--- src/sv/cbsp_pkg.sv ---
// ----------------------------------------------------------------------------
// cbsp_pkg
// Shared types and constants of the camera block sync parser.
// ----------------------------------------------------------------------------
package cbsp_pkg;

  localparam int unsigned WordW     = 16;
  localparam int unsigned HuntW     = 8;
  localparam int unsigned NumFields = 5;
  localparam int unsigned IndexW    = 3;
  localparam int unsigned CfgIdxW   = 2;

  // Position of the last field word in the capture sequence (height).
  localparam logic [IndexW-1:0] LastIndex = 3'd5;

  localparam logic [WordW-1:0] SyncReset  = 16'hAA55;
  localparam logic             CheckReset = 1'b1;
  localparam logic [HuntW-1:0] HuntReset  = 8'd40;

  // Configuration register indexes.
  localparam logic [CfgIdxW-1:0] CfgSyncWord    = 2'd0;
  localparam logic [CfgIdxW-1:0] CfgCheckEnable = 2'd1;
  localparam logic [CfgIdxW-1:0] CfgHuntLimit   = 2'd2;

  typedef enum logic [2:0] {
    ST_OK        = 3'd0,
    ST_UNCHANGED = 3'd1,
    ST_BUS       = 3'd2,
    ST_NOSYNC    = 3'd3,
    ST_CHECKSUM  = 3'd4
  } status_e;

  typedef enum logic [1:0] {
    PH_HUNT    = 2'd0,
    PH_SYNC2   = 2'd1,
    PH_CAPTURE = 2'd2
  } phase_e;

  typedef struct packed {
    logic [WordW-1:0] rx_word;
    logic             bus_error;
  } in_t;

  typedef struct packed {
    status_e          status;
    logic [WordW-1:0] signature;
    logic [WordW-1:0] pos_x;
    logic [WordW-1:0] pos_y;
    logic [WordW-1:0] obj_width;
    logic [WordW-1:0] obj_height;
  } out_t;

  typedef struct packed {
    logic [WordW-1:0] sync_word;
    logic             check_enable;
    logic [HuntW-1:0] hunt_limit;
  } cfg_t;

endpackage

--- src/sv/cbsp_core.sv ---
// ----------------------------------------------------------------------------
// cbsp_core
// Frame state machine: sync hunt, second sync, capture and checksum test.
// ----------------------------------------------------------------------------
module cbsp_core (
  input  logic          clk_i,
  input  logic          rst_ni,
  input  logic          fire_i,
  input  cbsp_pkg::in_t  word_i,
  input  cbsp_pkg::cfg_t cfg_i,
  output logic          res_valid_o,
  output cbsp_pkg::out_t res_o
);

  cbsp_pkg::phase_e                    phase_q, phase_d;
  logic [cbsp_pkg::HuntW-1:0]          hunt_q, hunt_d;
  logic [cbsp_pkg::IndexW-1:0]         idx_q, idx_d;
  logic [cbsp_pkg::WordW-1:0]          sum_q, sum_d;
  logic [cbsp_pkg::NumFields-1:0][cbsp_pkg::WordW-1:0] fields_q, fields_d;

  logic [cbsp_pkg::WordW-1:0]  w;
  logic [cbsp_pkg::WordW-1:0]  field_sum;
  logic [cbsp_pkg::HuntW:0]    hunt_next;
  logic [cbsp_pkg::IndexW-1:0] slot;
  logic                        emit;
  cbsp_pkg::status_e           status;

  assign w         = word_i.bus_error ? '0 : word_i.rx_word;
  assign hunt_next = {1'b0, hunt_q} + {{cbsp_pkg::HuntW{1'b0}}, 1'b1};
  assign slot      = idx_q - 3'd1;
  // The last word (height) enters the sum directly, the others from the store.
  assign field_sum = fields_q[0] + fields_q[1] + fields_q[2] + fields_q[3] + w;

  always_comb begin
    phase_d  = phase_q;
    hunt_d   = hunt_q;
    idx_d    = idx_q;
    sum_d    = sum_q;
    fields_d = fields_q;
    emit     = 1'b0;
    status   = cbsp_pkg::ST_OK;
    case (phase_q)
      cbsp_pkg::PH_SYNC2: begin
        if (w == cfg_i.sync_word) begin
          phase_d = cbsp_pkg::PH_CAPTURE;
          idx_d   = '0;
        end else begin
          emit   = 1'b1;
          status = cbsp_pkg::ST_UNCHANGED;
        end
      end
      cbsp_pkg::PH_CAPTURE: begin
        if (idx_q == '0) begin
          sum_d = w;
        end else begin
          fields_d[slot] = w;
        end
        if (idx_q != cbsp_pkg::LastIndex) begin
          idx_d = idx_q + 3'd1;
        end else begin
          emit = 1'b1;
          if (cfg_i.check_enable && (field_sum != sum_q)) begin
            fields_d = '0;
            status   = cbsp_pkg::ST_CHECKSUM;
          end else begin
            status = cbsp_pkg::ST_OK;
          end
        end
      end
      default: begin
        if (w == cfg_i.sync_word) begin
          phase_d = cbsp_pkg::PH_SYNC2;
          hunt_d  = '0;
        end else if (hunt_next >= {1'b0, cfg_i.hunt_limit}) begin
          fields_d = '0;
          emit     = 1'b1;
          status   = cbsp_pkg::ST_NOSYNC;
        end else begin
          hunt_d = hunt_next[cbsp_pkg::HuntW-1:0];
          if (word_i.bus_error) begin
            emit   = 1'b1;
            status = cbsp_pkg::ST_BUS;
          end
        end
      end
    endcase
    // Every finished attempt starts a fresh hunt.
    if (emit) begin
      phase_d = cbsp_pkg::PH_HUNT;
      hunt_d  = '0;
      idx_d   = '0;
    end
  end

  always_ff @(posedge clk_i or negedge rst_ni) begin
    if (!rst_ni) begin
      phase_q  <= cbsp_pkg::PH_HUNT;
      hunt_q   <= '0;
      idx_q    <= '0;
      sum_q    <= '0;
      fields_q <= '0;
    end else if (fire_i) begin
      phase_q  <= phase_d;
      hunt_q   <= hunt_d;
      idx_q    <= idx_d;
      sum_q    <= sum_d;
      fields_q <= fields_d;
    end
  end

  assign res_valid_o      = emit;
  assign res_o.status     = status;
  assign res_o.signature  = fields_d[0];
  assign res_o.pos_x      = fields_d[1];
  assign res_o.pos_y      = fields_d[2];
  assign res_o.obj_width  = fields_d[3];
  assign res_o.obj_height = fields_d[4];

endmodule

--- src/sv/camera_block_sync_parser_unit.sv ---
// ----------------------------------------------------------------------------
// camera_block_sync_parser_unit
// Parses the object block stream of a vision camera, one 16-bit word a request.
// ----------------------------------------------------------------------------
// The unit takes one received word per cycle unless it stalls the input, and
// returns one status request whenever a frame attempt ends: a good frame, a
// missing second sync, a bus error or an exhausted sync hunt, or a checksum
// mismatch. Each word passes an input register, is handled combinationally
// by the frame state machine, and the status it produces is written into the
// result register. Words can follow in every cycle while nothing stalls.
// The result register lets a new word enter while a status still waits
// downstream; the input side stalls only when a word is held in the input
// register while a status sits in the result register and is stalled
// downstream. Configuration writes are always ready and take effect at once;
// they are meant to happen while no frame is in flight.
// After a no-sync or checksum error the reported object fields read as zero.
module camera_block_sync_parser_unit (
  input  logic                          clk_i,
  input  logic                          rst_ni,
  // Word input channel.
  input  logic                          in_valid_i,
  output logic                          in_stall_o,
  input  cbsp_pkg::in_t                 in_data_i,
  // Status output channel.
  output logic                          out_valid_o,
  input  logic                          out_stall_i,
  output cbsp_pkg::out_t                out_data_o,
  // Configuration write channel.
  input  logic                          cfg_valid_i,
  output logic                          cfg_ready_o,
  input  logic [cbsp_pkg::CfgIdxW-1:0]  cfg_index_i,
  input  logic [cbsp_pkg::WordW-1:0]    cfg_data_i
);

  cbsp_pkg::cfg_t cfg_q;
  logic           s1_valid_q;
  cbsp_pkg::in_t  s1_data_q;
  logic           out_valid_q;
  cbsp_pkg::out_t out_data_q;
  logic           out_free;
  logic           fire;
  logic           res_valid;
  cbsp_pkg::out_t res;

  // Configuration registers; writes are accepted in every cycle.
  assign cfg_ready_o = 1'b1;

  always_ff @(posedge clk_i or negedge rst_ni) begin
    if (!rst_ni) begin
      cfg_q.sync_word    <= cbsp_pkg::SyncReset;
      cfg_q.check_enable <= cbsp_pkg::CheckReset;
      cfg_q.hunt_limit   <= cbsp_pkg::HuntReset;
    end else if (cfg_valid_i && cfg_ready_o) begin
      case (cfg_index_i)
        cbsp_pkg::CfgSyncWord:    cfg_q.sync_word    <= cfg_data_i;
        cbsp_pkg::CfgCheckEnable: cfg_q.check_enable <= cfg_data_i[0];
        cbsp_pkg::CfgHuntLimit:   cfg_q.hunt_limit   <= cfg_data_i[cbsp_pkg::HuntW-1:0];
        default: ;
      endcase
    end
  end

  // The held word is handled when the result register can take a status.
  assign out_free   = !out_valid_q || !out_stall_i;
  assign fire       = s1_valid_q && out_free;
  assign in_stall_o = s1_valid_q && !fire;

  always_ff @(posedge clk_i or negedge rst_ni) begin
    if (!rst_ni) begin
      s1_valid_q <= 1'b0;
    end else if (in_valid_i && !in_stall_o) begin
      s1_valid_q <= 1'b1;
    end else if (fire) begin
      s1_valid_q <= 1'b0;
    end
  end

  always_ff @(posedge clk_i) begin
    if (in_valid_i && !in_stall_o) begin
      s1_data_q <= in_data_i;
    end
  end

  cbsp_core u_core (
    .clk_i       (clk_i),
    .rst_ni      (rst_ni),
    .fire_i      (fire),
    .word_i      (s1_data_q),
    .cfg_i       (cfg_q),
    .res_valid_o (res_valid),
    .res_o       (res)
  );

  // Result register.
  always_ff @(posedge clk_i or negedge rst_ni) begin
    if (!rst_ni) begin
      out_valid_q <= 1'b0;
    end else if (fire && res_valid) begin
      out_valid_q <= 1'b1;
    end else if (!out_stall_i) begin
      out_valid_q <= 1'b0;
    end
  end

  always_ff @(posedge clk_i) begin
    if (fire && res_valid) begin
      out_data_q <= res;
    end
  end

  assign out_valid_o = out_valid_q;
  assign out_data_o  = out_data_q;

`ifndef SYNTHESIS
  // A stall is only raised while a word is held in the input register.
  assert property (@(posedge clk_i) disable iff (!rst_ni)
    in_stall_o |-> s1_valid_q)
    else $error("input stalled with an empty input register");

  // A status produced by the state machine is presented on the next cycle.
  assert property (@(posedge clk_i) disable iff (!rst_ni)
    (fire && res_valid) |=> out_valid_o)
    else $error("status request lost");

  // Error statuses that clear the fields report all fields as zero.
  assert property (@(posedge clk_i) disable iff (!rst_ni)
    (out_valid_o && ((out_data_o.status == cbsp_pkg::ST_NOSYNC) ||
                     (out_data_o.status == cbsp_pkg::ST_CHECKSUM)))
    |-> ((out_data_o.signature == '0) && (out_data_o.pos_x == '0) &&
         (out_data_o.pos_y == '0) && (out_data_o.obj_width == '0) &&
         (out_data_o.obj_height == '0)))
    else $error("fields not cleared on error status");
`endif

endmodule

--- config.mk ---
export PLATFORM = sky130hd
export DESIGN_NAME = camera_block_sync_parser_unit
export DESIGN_NICKNAME = d
export VERILOG_FILES = /design/src/sv/cbsp_pkg.sv /design/src/sv/cbsp_core.sv /design/src/sv/camera_block_sync_parser_unit.sv
export SDC_FILE = /design/constraint.sdc
export NUM_CORES = 1
export LEC_CHECK = 0
export BUFFER_PORTS_ARGS = -buffer_cell sky130_fd_sc_hd__buf_2
export CAP_MARGIN = 30
export CORE_ASPECT_RATIO = 1.4
export CORE_MARGIN = 5
export CORE_UTILIZATION = 55
export DETAILED_ROUTE_END_ITERATION = 10
export PLACE_DENSITY_LB_ADDON = 0.08
export SETUP_SLACK_MARGIN = 0.02
export SYNTH_ARGS = -nofsm -noshare
export SYNTH_HDL_FRONTEND = slang
export SYNTH_SLANG_ARGS = --single-unit
--- constraint.sdc ---
create_clock -name clk_i -period 6.74 [get_ports clk_i]
set_input_delay 0.674 -clock clk_i [delete_from_list [all_inputs] [get_ports clk_i]]
set_output_delay 0.674 -clock clk_i [all_outputs]
set_load 0.01 [all_outputs]
Word level (Yosys, flattened, before mapping) --
Cells that the tools add are included.
Word-level totals: bits in registers 236, input bits 40, logic and storage cells 108
Cells by class: add/subtract/negate cells 7, magnitude comparators 3, equal/unequal tests 13, multiplexer cells 39, reductions and logical operators 24
Operator list (count):
- two-way mux 80 bit | 5
- one-hot mux 80 bit (2 select lines) | 1
- bitwise mux 80 bit | 1
- adder 16 bit | 4
- demux 16 bit (select 3 bit) | 1
- two-way mux 16 bit | 2
- two-way mux 8 bit | 4
- two-way mux 3 bit | 7
- equality test 16 bit | 1
- != test 16 bit | 1
- one-hot mux 3 bit (2 select lines) | 2
- two-way mux 1 bit | 10
- adder 8 x 1 -> 9 bit (second input constant) | 1
- >= comparator 9 x 8 -> 1 bit | 1
- != test 3 x 2 -> 1 bit (second input constant) | 3
- AND reduction 3 bit | 3
- two-way mux 2 bit | 4
- logical AND 1 bit | 6
- AND reduction 2 bit | 3
- equality test 2 x 1 -> 1 bit (second input constant) | 2
- equality test 2 bit (second input constant) | 2
- logical NOT 1 bit | 4
- < comparator 3 x 4 -> 1 bit (second input constant) | 1
- != test 2 x 1 -> 1 bit (second input constant) | 2
- 14 further kinds | 15

Longest topological paths before layout --
Gate-level depths: netlist (run 1).
depth after elaboration 10, depth in mapped cells 23, mapped depth without buffers 20

By module --
From an unflattened synthesis (run 1), not the netlist that was laid out.
Unflattened totals: cells, all modules 1124, area, all modules 12370.6 um2
Modules (own cells, without submodules):
- cbsp_core | instances 1, cells an instance 957, area an instance 8296.7 um2, seq. area each 2727.6 um2
- camera_block_sync_parser_unit | instances 1, cells an instance 167, area an instance 4073.9 um2, seq. area each 3692.3 um2

Least setup slack after synthesis (run 1) --
No wires, ideal clock.
path type register to register, from reg s1_data_q[0] in the netlist's numbering, to reg out_data_q (netlist bit out_data_o[10]) (data pin), arrival 5.295 ns, data required time 6.484 ns, path slack 1.189 ns, stages on the path, launching flop included 24, buffers on the path 3, clock period less this slack 5.551 ns, cells stage by stage edfxtp_1 > inv_1 > clkbuf_1 > nand2_1 > xnor2_1 > ha_1 > a31o_2 > fa_1 > fa_1 > ha_1 > inv_1 > fa_1 > nand3b_1 > a21oi_1 > o21ai_1 > a211oi_1 > o41ai_1 > xnor2_1 > a41oi_1 > and2b_4 > buf_8 > o21ai_2 > buf_4 > a22o_1
RTL lines:
- from (decl) | RTL line camera_block_sync_parser_unit.sv:37 | cbsp_pkg::in_t s1_data_q;
- from (signal assigned) | RTL line camera_block_sync_parser_unit.sv:80 | s1_data_q <= in_data_i;
- to (signal assigned) | RTL line camera_block_sync_parser_unit.sv:107 | out_data_q <= res;
- to (decl) | RTL line camera_block_sync_parser_unit.sv:39 | cbsp_pkg::out_t out_data_q;

==> impl_metrics.env, run 1 <==
export IMPL_cts_resized=0
export IMPL_cp_slowest_cell="fa_1"
export IMPL_grt_setup_unrepaired="false"
export IMPL_synthesis_nets=1064
export IMPL_htree_levels=1
export IMPL_ys_seq_area_share_pct=53.2
export IMPL_grtUsageMet1_pct=32.7
export IMPL_path_class="flop to flop"
export IMPL_ys_async_sr_fraction_pct=57.6
export IMPL_p_per_area_nw_per_um2=333
export IMPL_critPathMaxStageDelay_ps=490
export IMPL_r2r_setup_slack_ps=640
export IMPL_cp_data_required_time_ps=7010
export IMPL_slew_viol_final=0
export IMPL_layout_commonest_cell="a22o_1"
export IMPL_final_min_clock_period_ps=6100
export IMPL_postRouteAntennaNets=0
export IMPL_core_area_um2=21800
export IMPL_cts_tree="done"
export IMPL_drt_wl_total_um=29800
export IMPL_drv_cap=0
export IMPL_maxSlewHeadroom_pct=46.1
export IMPL_ios=126
export IMPL_hold_buffers=0
export IMPL_fillers=1765
export IMPL_syn_inst=949
export IMPL_clkLatencyLatePin_ps=520
export IMPL_critPathMostFrequentCell="fa_1"
export IMPL_syn_area_um2=12100
export IMPL_syn_avg_cell_area_um2=12.7
export IMPL_hpwlAfterDp_um=21100
export IMPL_drive_gt1_share_pct=22.5
export IMPL_tightest_slew_ps=809
export IMPL_crit_cells=21
export IMPL_critPathBufInv=3
export IMPL_fin_skew_ps=18.8
export IMPL_first_iter_violations=637
export IMPL_end_kind="flop"
export IMPL_crit_chain="inv_1 > nand2_1 > xnor2_1 > ha_1 > a31o_2 > fa_1 > fa_1 > ha_1 > inv_1 > fa_1 > nand3b_1 > a21oi_1 > o21ai_1 > a211oi_1 > o41ai_1 > xnor2_1 > a41oi_1 > and2b_4 > nor2b_2 > buf_4 > a22o_1"
export IMPL_grtUsageMet2_pct=41.2
export IMPL_yosysWarnings=0
export IMPL_cts_num_sinks=236
export IMPL_yosys_register_bits=236
export IMPL_synth_area_leaders="dfrtp_1, edfxtp_1, a22o_1"
export IMPL_grt_max_degree=82
export IMPL_chipHeight_um=185
export IMPL_grt_pass1_wl_um=47200
export IMPL_min_path_type="input pin to async pin"
export IMPL_ir_worst_vdd_mv=0.333
export IMPL_grt_pass1_vias=8354
export IMPL_crit_path_end="out_data_o[63]$_DFFE_PP_"
export IMPL_clockRootBuffer="clkbuf_16"
export IMPL_initial_core_util_pct=55.4
export IMPL_fin_crit_sh_pct=90.5
export IMPL_cts_path_max_buffers=3
export IMPL_globalRoute_totalOverflow=0
export IMPL_multi_input_area_um2=5260
export IMPL_top_usage_layer="met2"
export IMPL_setup_viol=0
export IMPL_outcome="complete, no violations"
export IMPL_routed_via_density=5.96
export IMPL_finalHoldViolCount=0
export IMPL_ff2ff_path_depth=21
export IMPL_final_cell_mix="a22o_1, dfrtp_1, buf_2"
export IMPL_hold_ws_ps=193
export IMPL_arrival_ps=6370
export IMPL_num_vias=8293
export IMPL_drt_pre_antenna_iters=5
export IMPL_antennaDiodeCount=0
export IMPL_antenna_found_initial=0
export IMPL_post_drt_wl_per_cell_um=21.4
export IMPL_regArea_um2=6420
export IMPL_yosysUniqueCellTypes=62
export IMPL_clk_pin_slew_worst_paths_ps=60
export IMPL_placementRows=64
export IMPL_die_area_um2=25100
export IMPL_max_freq_mhz=164
export IMPL_die_w_um=135
export IMPL_layout_nets=1192
export IMPL_rr_endpoint="out_data_o[63]$_DFFE_PP_"
export IMPL_post_cts_setup_buffers=0
export IMPL_crit_start="s1_data_q[0]$_DFFE_PP_"
export IMPL_synth_ff_type="dfrtp_1"
export IMPL_worstPathMaxFanout=32
export IMPL_p_leak_nw=6.10
export IMPL_critPathLaunchType="flop"
export IMPL_track_usage_pct=24.3
export IMPL_gp_congestion=0.881
export IMPL_synth_area_leader_cell="dfrtp_1"
export IMPL_synth_top_cell_area_share_pct=25.9
export IMPL_portBuffers=124
export IMPL_cts_made_buffers=24
export IMPL_use_met3_pct=3.04
export IMPL_syn2layout_area_growth_pct=14.2
export IMPL_crit_family="compound AO/OA/AOI/OAI gates"
export IMPL_r2r_start="s1_data_q[0]$_DFFE_PP_"
export IMPL_synth_edf_count=100
export IMPL_tns_ps=0
export IMPL_drc=0
-- cell type report --
class | count | area share (%)
clock buffer | 34 | 4.70
sequential | 236 | 46.6
multi-input combinational | 628 | 38.2
clock inverter | 10 | 0.989
timing repair buffer | 148 | 5.83
inverter | 39 | 1.06
tap | 297 | 2.69
-- kinds of logic (layout without fill, tap and decap cells) --
group                    count (synthesis)  count (layout)  share of synthesized area (%)
other                                    1               1                         0.0311
multiplexers                            27              27                           2.51
buffers and inverters                   85             231                           3.37
flip-flops                             236             236                           53.2
AO/OA/AOI/OAI                          275             275                           19.1
AND/OR/NAND/NOR                        203             203                           8.28
XOR/XNOR                                47              47                           3.41
adder cells (fa/ha/maj)                 75              75                           10.1
-- metal layers --
layer  vias up  wire length (um)
met4         0               998
met2       278             14800
met1      4142             12300
met3        57              1660
li1       3816                 -
met5         -                 0
-- worst min path at each step --
| stage | start | end | slack [ps] |
|---|---|---|---|
| after floorplan | rst_ni | cfg_q[0]$_DFFE_PN0P_ | 380 |
| after global placement | u_core.fields_q[73]$_DFFE_PN0P_ | u_core.fields_q[73]$_DFFE_PN0P_ | 480 |
| after detailed placement | u_core.fields_q[65]$_DFFE_PN0P_ | u_core.fields_q[65]$_DFFE_PN0P_ | 490 |
| after CTS | rst_ni | u_core.sum_q[4]$_DFFE_PN0P_ | 220 |
| after global routing | rst_ni | u_core.hunt_q[7]$_DFFE_PN0P_ | 260 |
| final | rst_ni | u_core.hunt_q[7]$_DFFE_PN0P_ | 190 |
-- registers in the layout (all words and copies together), names as in the netlist --
| register | cells |
|---|---|
| out_data_o | 83 |
| out_valid_o | 1 |
| cfg_q | 25 |
| s1_data_q | 17 |
| s1_valid_q | 1 |
| u_core.fields_q | 80 |
| u_core.sum_q | 16 |
| u_core.idx_q | 3 |
| u_core.hunt_q | 8 |
| u_core.phase_q | 2 |
-- cell usage after synthesis, types with 7 or more instances --
library cell  number
buf_2             16
nor4bb_1           7
nand3_1           15
xor2_1            11
a31oi_1           12
fa_1              38
clkbuf_1          20
nand4_1            7
a21o_1            10
nor2b_1            7
xnor2_1           36
a22o_1           161
inv_1             39
nor2_1            56
dfstp_2           11
ha_1              37
mux2_2            26
dfrtp_1          125
o32ai_1            7
a21oi_1           15
o31ai_4            8
edfxtp_1         100
nand2_1           62
o21ai_0           28
nand2b_1          16
-- metrics by stage --
step	total power, mW	setup slack [ps]	area, um^2	util (%)	std cells
3_3_place_gp	3.28	668	13000	59.7	1347
6_report	4.59	642	13800	63.3	1392
5_1_grt	4.82	266	13800	63.3	1392
4_1_cts	4.63	576	13800	63.3	1392
2_1_floorplan	2.80	1190	12100	-	949
3_5_place_dp	3.29	594	13000	59.7	1348
-- power by group --
| part | switching [mW] | internal, mW |
|---|---|---|
| Combinational | 0.871 | 0.443 |
| Clock | 0.546 | 0.787 |
| Sequential | 0.127 | 1.82 |
| Total | 1.54 | 3.05 |
Note: power is estimated with default switching activity, not from simulation.
==> inputs of run 2 (changes only) <==
--- a/config.mk
+++ b/config.mk
@@ -5,6 +5,7 @@
 export SDC_FILE = /design/constraint.sdc
 export NUM_CORES = 1
 export LEC_CHECK = 0
+export ABC_AREA = 1
 export BUFFER_PORTS_ARGS = -buffer_cell sky130_fd_sc_hd__buf_2
 export CAP_MARGIN = 30
 export CORE_ASPECT_RATIO = 1.4
==> run 2 against run 1 <==
  * Sequential power hardly changed
  * Critical path type unchanged
  * Sequential cell count stayed put
  * First-iteration DRC count is 11% higher
  * Largest power group unchanged
  * Critical endpoint is now u_core.fields_q[62]$_DFFE_PN0P_
==> impl_metrics.env, run 2 <==
export IMPL_outcome="complete, no violations"
export IMPL_multi_input_area_um2=6200
export IMPL_clk_pin_slew_worst_paths_ps=60
export IMPL_yosys_register_bits=236
export IMPL_tightest_slew_ps=1030
export IMPL_initial_core_util_pct=55.6
export IMPL_synthesis_nets=1688
export IMPL_max_freq_mhz=184
export IMPL_setup_viol=0
export IMPL_postRouteAntennaNets=0
export IMPL_arrival_ps=5920
export IMPL_fillers=2125
export IMPL_first_iter_violations=705
export IMPL_yosysMostFrequentCell="nand2_1"
export IMPL_dp_slack_ps=1340
export IMPL_drv_cap=0
export IMPL_globalRoute_totalOverflow=0
export IMPL_drc=0
export IMPL_num_vias=10772
export IMPL_post_cts_setup_buffers=0
export IMPL_placementRows=68
export IMPL_cts_made_buffers=24
export IMPL_ir_worst_vdd_mv=0.388
export IMPL_portBuffers=124
export IMPL_cts_resized=0
export IMPL_maxSlewHeadroom_pct=31.6
export IMPL_antenna_found_initial=0
export IMPL_synth_edf_count=100
export IMPL_cp_data_required_time_ps=7210
export IMPL_ys_async_sr_fraction_pct=57.6
export IMPL_finalHoldViolCount=0
export IMPL_post_drt_wl_per_cell_um=18.5
export IMPL_syn_avg_cell_area_um2=8.65
export IMPL_final_cell_mix="nand2_1, inv_1, nand3_1"
export IMPL_yosysUniqueCellTypes=43
export IMPL_critPathMaxStageDelay_ps=520
export IMPL_synth_area_leaders="dfrtp_1, edfxtp_1, nand2_1"
export IMPL_hold_buffers=0
export IMPL_path_class="flop to flop"
export IMPL_p_leak_nw=8.48
export IMPL_layout_nets=1796
export IMPL_fin_skew_ps=27.7
export IMPL_ios=126
export IMPL_end_kind="flop"
export IMPL_core_area_um2=24500
export IMPL_regArea_um2=6420
export IMPL_grt_pass1_vias=10590
export IMPL_synth_ff_type="dfrtp_1"
export IMPL_cts_tree="done"
export IMPL_routed_via_density=5.35
export IMPL_grt_pass1_wl_um=58400
export IMPL_grt_setup_unrepaired="false"
export IMPL_cts_path_max_buffers=3
export IMPL_layout_setup_ws_ps=1300
export IMPL_min_path_type="input pin to async pin"
export IMPL_syn2layout_area_growth_pct=13.2
export IMPL_gp_congestion=0.906
export IMPL_clkLatencyLatePin_ps=540
export IMPL_critPathLaunchType="flop"
export IMPL_worstPathMaxFanout=46
export IMPL_die_w_um=143
export IMPL_final_min_clock_period_ps=5440
export IMPL_p_per_area_nw_per_um2=318
export IMPL_drt_pre_antenna_iters=5
export IMPL_htree_levels=1
export IMPL_synth_top_cell_area_share_pct=23.0
export IMPL_drt_wl_total_um=37300
export IMPL_chipHeight_um=196
export IMPL_hpwlAfterDp_um=25800
export IMPL_grt_max_degree=80
export IMPL_tns_ps=0
export IMPL_fin_crit_sh_pct=80.8
export IMPL_ys_seq_area_share_pct=47.2
export IMPL_yosysWarnings=0
export IMPL_syn_area_um2=13600
export IMPL_synth_area_leader_cell="dfrtp_1"
export IMPL_largest_reg_flops=83
export IMPL_slew_viol_final=0
export IMPL_syn_inst=1573
export IMPL_cts_num_sinks=236
export IMPL_antennaDiodeCount=0
export IMPL_die_area_um2=28000
export IMPL_cp_slowest_cell="fa_1"
export IMPL_drive_gt1_share_pct=16.2
export IMPL_yosys_top_cells_count="nand2_1, inv_1, nand3_1, dfrtp_1, edfxtp_1"
export IMPL_layout_commonest_cell="nand2_1"
export IMPL_clockRootBuffer="clkbuf_16"
export IMPL_track_usage_pct=26.7
-- run 2: final cells by class --
type                       instances  area share, %
sequential                       236           41.7
multi-input combinational       1090           40.2
timing repair buffer             145           5.61
inverter                         184           4.49
clock buffer                      31           4.46
tap                              315           2.56
clock inverter                    13           1.01
-- run 2: power by group --
| group | internal [mW] | switching, mW |
|---|---|---|
| Combinational | 0.451 | 1.05 |
| Clock | 0.837 | 0.588 |
| Sequential | 1.83 | 0.140 |
| Total | 3.12 | 1.78 |
-- run 2: metrics by stage --
stage	utilization [%]	std cells	hold slack [ps]	cell area, um^2	power [mW]
3_3_place_gp	59.0	1966	472	14500	3.41
6_report	62.9	2014	152	15400	4.90
4_1_cts	62.8	2013	180	15400	4.91
3_5_place_dp	59.3	1969	474	14500	3.48
5_1_grt	62.9	2014	201	15400	5.13
2_1_floorplan	-	1573	378	13600	2.96
-- run 2: worst paths after layout --
kind	start	to	slack, ps	cells past startpoint
min in group clk_i	in_data_i[4]	s1_data_q[4]$_DFFE_PP_	310	1
setup reg to reg	s1_data_q[0]$_DFFE_PP_	u_core.fields_q[62]$_DFFE_PN0P_	1300	26
setup / recovery	s1_data_q[0]$_DFFE_PP_	u_core.fields_q[62]$_DFFE_PN0P_	1300	26
hold reg to reg	cfg_q[3]$_DFFE_PN1P_	cfg_q[3]$_DFFE_PN1P_	490	2
max in group asynchronous	rst_ni	cfg_q[24]$_DFFE_PN1P_	5400	3
hold / removal	rst_ni	u_core.fields_q[49]$_DFFE_PN0P_	150	1
-- run 2: worst max-delay path: cells and delay by family (launching register included) --
kind                       cells  cell delay (ps)
AOI/OAI and AO/OA              1              260
and+or+nand+nor               12             1310
DFF                            1              370
buffers and inverters          6             1160
xor gates and xnor gates       2              320
adders and majority gates      5             1880
-- run 2: logic make-up after synthesis --
group | share of synthesized area [%]
flops | 47.2
buf+inv | 7.47
compound gates | 4.31
mux | 3.68
fa+ha+maj | 8.99
simple gates | 25.3
xor+xnor | 3.09
other cells | 0.0275
-- run 2: routing by layer --
metal	vias to the layer above	GRT usage (%)	routed length [um]
met4	0	9.23	1350
li1	5207	-	-
met2	371	45.0	18500
met1	5120	36.0	15400
met3	74	2.56	2000
met5	-	0	0
